`src/design/tgf_pkg.sv`:
```
// Shared types and codes of the team grouped FIFO.
package tgf_pkg;

   typedef enum logic [1:0] {
      CMD_SET = 2'd0,
      CMD_ENQ = 2'd1,
      CMD_DEQ = 2'd2,
      CMD_CLR = 2'd3
   } cmd_type;

   typedef enum logic [1:0] {
      ST_OK    = 2'd0,
      ST_EMPTY = 2'd1,
      ST_FULL  = 2'd2
   } status_type;

   typedef enum logic [2:0] {
      S_CLEAR,
      S_IDLE,
      S_ENQ_TEAM,
      S_ENQ_LINK,
      S_DEQ_TEAM,
      S_DEQ_SLOT,
      S_DEQ_OUT
   } state_type;

   typedef struct packed {
      logic alloc;
      logic give_back;
      logic flush;
   } pool_ctrl_type;

endpackage

```
`src/design/tgf_slot_pool.sv`:
```
// Free slot pool: a stack of returned slots in memory plus a high-water count.
module tgf_slot_pool #(
   parameter int CAPACITY = 256
) (
   input  logic                          clock,
   input  logic                          reset,
   input  tgf_pkg::pool_ctrl_type        ctrl,
   input  logic [$clog2(CAPACITY)-1:0]   give_slot,
   output logic [$clog2(CAPACITY)-1:0]   alloc_slot,
   output logic                          none_free
);
   import tgf_pkg::*;

   localparam int SW = $clog2(CAPACITY);

   logic [SW-1:0] stack_mem [CAPACITY];
   logic [SW-1:0] stack_q_ff;
   logic [SW-1:0] hw_slot_ff;
   logic [SW:0]   sp_ff;
   logic [SW:0]   hw_ff;
   logic          pop_ff;
   logic [SW:0]   sp_dec;

   assign sp_dec     = sp_ff - 1'b1;
   assign none_free  = (sp_ff == '0) && (hw_ff == (SW+1)'(CAPACITY));
   assign alloc_slot = pop_ff ? stack_q_ff : hw_slot_ff;

   always_ff @(posedge clock) begin
      if (ctrl.give_back) begin
         stack_mem[sp_ff[SW-1:0]] <= give_slot;
      end
      if (ctrl.alloc) begin
         stack_q_ff <= stack_mem[sp_dec[SW-1:0]];
         hw_slot_ff <= hw_ff[SW-1:0];
      end
   end

   always_ff @(posedge clock) begin
      if (reset || ctrl.flush) begin
         sp_ff  <= '0;
         hw_ff  <= '0;
         pop_ff <= 1'b0;
      end else begin
         if (ctrl.alloc) begin
            if (sp_ff != '0) begin
               sp_ff  <= sp_dec;
               pop_ff <= 1'b1;
            end else begin
               hw_ff  <= hw_ff + 1'b1;
               pop_ff <= 1'b0;
            end
         end
         if (ctrl.give_back) begin
            sp_ff <= sp_ff + 1'b1;
         end
      end
   end

endmodule

```
`config.mk`:
```
export PLATFORM = sky130hd
export DESIGN_NAME = tgf_slot_pool
export DESIGN_NICKNAME = d
export VERILOG_FILES = /design/src/design/tgf_pkg.sv /design/src/design/tgf_slot_pool.sv
export SDC_FILE = /design/constraint.sdc
export NUM_CORES = 2
export LEC_CHECK = 0
export ABC_AREA = 1
export BUFFER_PORTS_ARGS = -buffer_cell sky130_fd_sc_hd__buf_2
export CORE_ASPECT_RATIO = 1.75
export CORE_MARGIN = 8
export CORE_UTILIZATION = 39
export CTS_CLUSTER_SIZE = 8
export DETAILED_ROUTE_END_ITERATION = 8
export GPL_TIMING_DRIVEN = 0
export MAX_ROUTING_LAYER = met4
export PLACE_DENSITY = 0.58
export SLEW_MARGIN = 40
export SYNTH_ARGS = -nofsm -noshare
export SYNTH_HDL_FRONTEND = slang
export SYNTH_SLANG_ARGS = --single-unit
export TNS_END_PERCENT = 1
```
`constraint.sdc`:
```
create_clock -name clock -period 5.3 [get_ports clock]
set_input_delay 0.265 -clock clock [delete_from_list [all_inputs] [get_ports clock]]
set_output_delay 0.265 -clock clock [all_outputs]
set_load 0.01 [all_outputs]
```
==> metrics.md <==
| Metric | Value |
|---|---|
| Unrepaired setup endpoints after global routing | no |
| DP HPWL | around 280 mm |
| Die W | approximately 370 um |
| Largest net degree at the start of global routing | slightly above 100 |
| PwrDens | ~420 nW/um2 |
| Failing checks | negative setup slack |
| Final cycle utilization of the critical path | 101% |
| Synth Cell Area | roughly 85000 um2 |
| First-pass GRT wire length | between 500 and 600 mm |
| Maximum VDD drop | roughly 270 uV |
| Lkg Pwr | ~34 nW |
| Commonest non-fill, non-tap cell in the layout | nand2_1 |
| Clk pin slew, worst setup/hold paths | 0.06 ns |
| Critical path data required time | 5.95 ns |
| Final setup fails | 4 |
| DR vias/cell | 6.03 |
| Crit. End Element | register |
| Worst slack, placed | -1.11 ns |
| Crit path kind | reg -> reg |
| Least-Margin Pin Slew | about 0.98 ns |
| Top_reg_cell synth | edfxtp_1 |
| CP arrival | 6.01 ns |
| Initial Utilization | roughly two fifths |
| Run status | finished with violations |
| RD Place Congestion | around 1.0 |
| Core Footprint | 216000 um2 |
| Slew Viols, Final | 0 |
| Via Count | between 60000 and 70000 |
| Final hold vios | 0 |
| Seq/Total Area, Yosys | 73.6% |
| Die H | between 600 and 700 um |
| H-Tree Depth | 5 |
| DRT iter0 DRCs | slightly below 9000 |
| Die area | between 200000 and 250000 um2 |
| Maxcap violations | 0 |
| CP Max Fanout | 20 |
| Min Tclk post-route | 5.36 ns |
| Final worst setup slack | -0.0583 ns |
| EDFF count, synth | 2064 |
| Ys async rst share | 0% |
| Vias in the first global route | slightly above 60000 |
| Fmax | ~190 MHz |
| Yosys warning count | 0 |
| Ports | 22 |
| Fillcell total | roughly 19000 |
| Crit start category | register |
| Clk_skew | roughly 0.047 ns |
| Sink Count | roughly 2100 |
| Tot GR Track Use | 33.5% |
| Postcts setup bufs | 0 |
| Hold Path Class | in -> reg |
| Area grow syn2layout | 16.6% |
| Layout cells sized above 1 | 14.1% |
| Drt pass-1 iters | 6 |
| Post-Syn Area per Cell | roughly 12 um2 |
| Most frequent cells in the layout | 2169 x nand2_1, 2064 x edfxtp_1, 2022 x nand3_1 |
| CTS tree | yes |
| R2R Setup Slk | -0.06 ns |
| Syn_nets | 7198 |
| Avg WL per Cell | 37.2 um |
| Final ANT Viol Nets | 0 |
| Max Buffers Root-to-Sink | 4 |
| Area after DPL | 90400 um2 |
| Post-synth cell types | 32 |
| Cell area after layout | roughly 99000 um2 |
| Fin nets | around 7600 |
| Total Wirelength | just under 400 mm |
| Post-synthesis register bit count | approximately 2100 |
| DRC | 0 |
| Total gr overflow | 0 |
| Mapped Cells | 7179 |
| Antenna violations before repair | 14 |
| Row cnt | approximately 230 |
| Clock latency on the worst-skew pair | about 0.88 ns |
| TritonCTS Buffers | 302 |
| Port bufs | 21 |
| CTS root buf | clkbuf_16 |
| Worst rel slew slack | between 30% and 40% |
==> path summary, 6_finish.rpt <==
| kind | end | cells past startpoint | from |
|---|---|---|---|
| max | stack_q_ff[3] | 16 | sp_ff[0] |
| min | sp_ff[6] | 4 | ctrl[0] |
| max reg2reg | stack_q_ff[3] | 16 | sp_ff[0] |
| min reg2reg | hw_slot_ff[4] | 0 | hw_ff[4] |
==> stage by stage <==
stage / util, % / setup TNS [ns] / power (mW) / hold slack, ns / std cells
after floorplan: - / 0 / 20.7 / 0.364 / 7179
after global placement: 40.9 / -317.47 / 23.7 / 0.441 / 10100
after detailed placement: 41.8 / -7.43 / 23.8 / 0.450 / 10100
after CTS: 45.6 / 0 / 40.8 / 0.0955 / 10500
after global routing: 45.6 / 0 / 41.6 / 0.126 / 10500
final: 45.6 / -0.152 / 41.2 / 0.116 / 10500
==> power breakdown <==
| part | switching (mW) | internal (mW) |
|---|---|---|
| Clock | 6.99 | 10.4 |
| Combinational | 4.51 | 1.09 |
| Sequential | 0.0196 | 18.2 |
==> Yosys cell counts (2+ instances only) <==
cell         n  area share [%]
clkbuf_1   137            0.61
nor2_1     290             1.3
a31oi_1      3           0.022
nand4_1      5           0.037
nand2_2      3           0.022
edfxtp_1  2064              73
inv_1       52            0.23
dfxtp_1     19            0.45
buf_1       26            0.12
buf_4       22            0.19
a211oi_1     2           0.018
nor2_2       3           0.022
nor3_1       6           0.035
xor2_2       3           0.058
a21oi_1      9           0.053
o211ai_1     2           0.018
o21ai_1      2           0.012
inv_2        7           0.031
xor2_1       2           0.021
buf_2      298             1.8
nand3_1   2025              12
ha_1         6           0.089
nor3b_1      3           0.027
o21ai_0     14           0.083
nand2_1   2169             9.6
==> kinds of logic (layout without fill, tap and decap cells) <==
family | count (synthesis) | in the layout | share of synthesized area (%)
AND/OR/NAND/NOR | 4507 | 4507 | 23.0
flip-flops | 2083 | 2083 | 73.6
buffers and inverters | 543 | 971 | 2.94
AO/OA/AOI/OAI | 35 | 35 | 0.236
adder cells (fa/ha/maj) | 6 | 6 | 0.0886
XOR/XNOR | 5 | 5 | 0.0783
other | 0 | 20 | 0
==> layer usage <==
layer	wire length (um)	track usage, %	vias to the layer above
li1	-	-	26200
met1	117000	32.0	30900
met2	188000	54.8	4359
met3	31900	6.34	1717
met4	53200	34.8	0
met5	0	-	-
==> flip-flops by register name, indices dropped and copies added, names as in the netlist <==
| register | count |
|---|---|
| sp_ff | 9 |
| hw_ff | 9 |
| hw_slot_ff | 8 |
| pop_ff | 1 |
| stack_q_ff | 8 |
| stack_mem | 2048 |
==> layout make-up <==
cell class / instances / area [um2] / share of cell area, %
plain buffers: 482 / 2460 / 2.49
diodes: 20 / 50.0 / 0.0507
inverters: 60 / 228 / 0.231
flip-flops and latches: 2083 / 62400 / 63.1
clock inverters: 13 / 184 / 0.186
clock buffers: 337 / 7860 / 7.96
repair buffers: 79 / 1470 / 1.48
multi-input cells: 4553 / 20600 / 20.8
well taps: 2850 / 3570 / 3.61
==> what timing repair did <==
action                     CTS  global route
resized for setup            8            27
hold buffers                13             0
hold endpoints to repair   421             0
pin swaps                    0             0
setup endpoints to repair    8             8
==> critical path: stages (launching register included) <==
cell and delay [ns]:
dfxtp_1 0.38, inv_4 0.27, buf_6 0.34, buf_6 0.40, ha_1 0.37, nand2_1 0.10
nand2_1 0.38, buf_2 0.62, buf_2 0.65, nand3_1 0.18, nand3_1 0.31, nand3_1 0.16
nand3_1 0.10, nand3_1 0.13, nand2_1 0.20, nand2_1 0.07, nand2_1 0.31
Note: power is estimated with default switching activity, not from simulation.
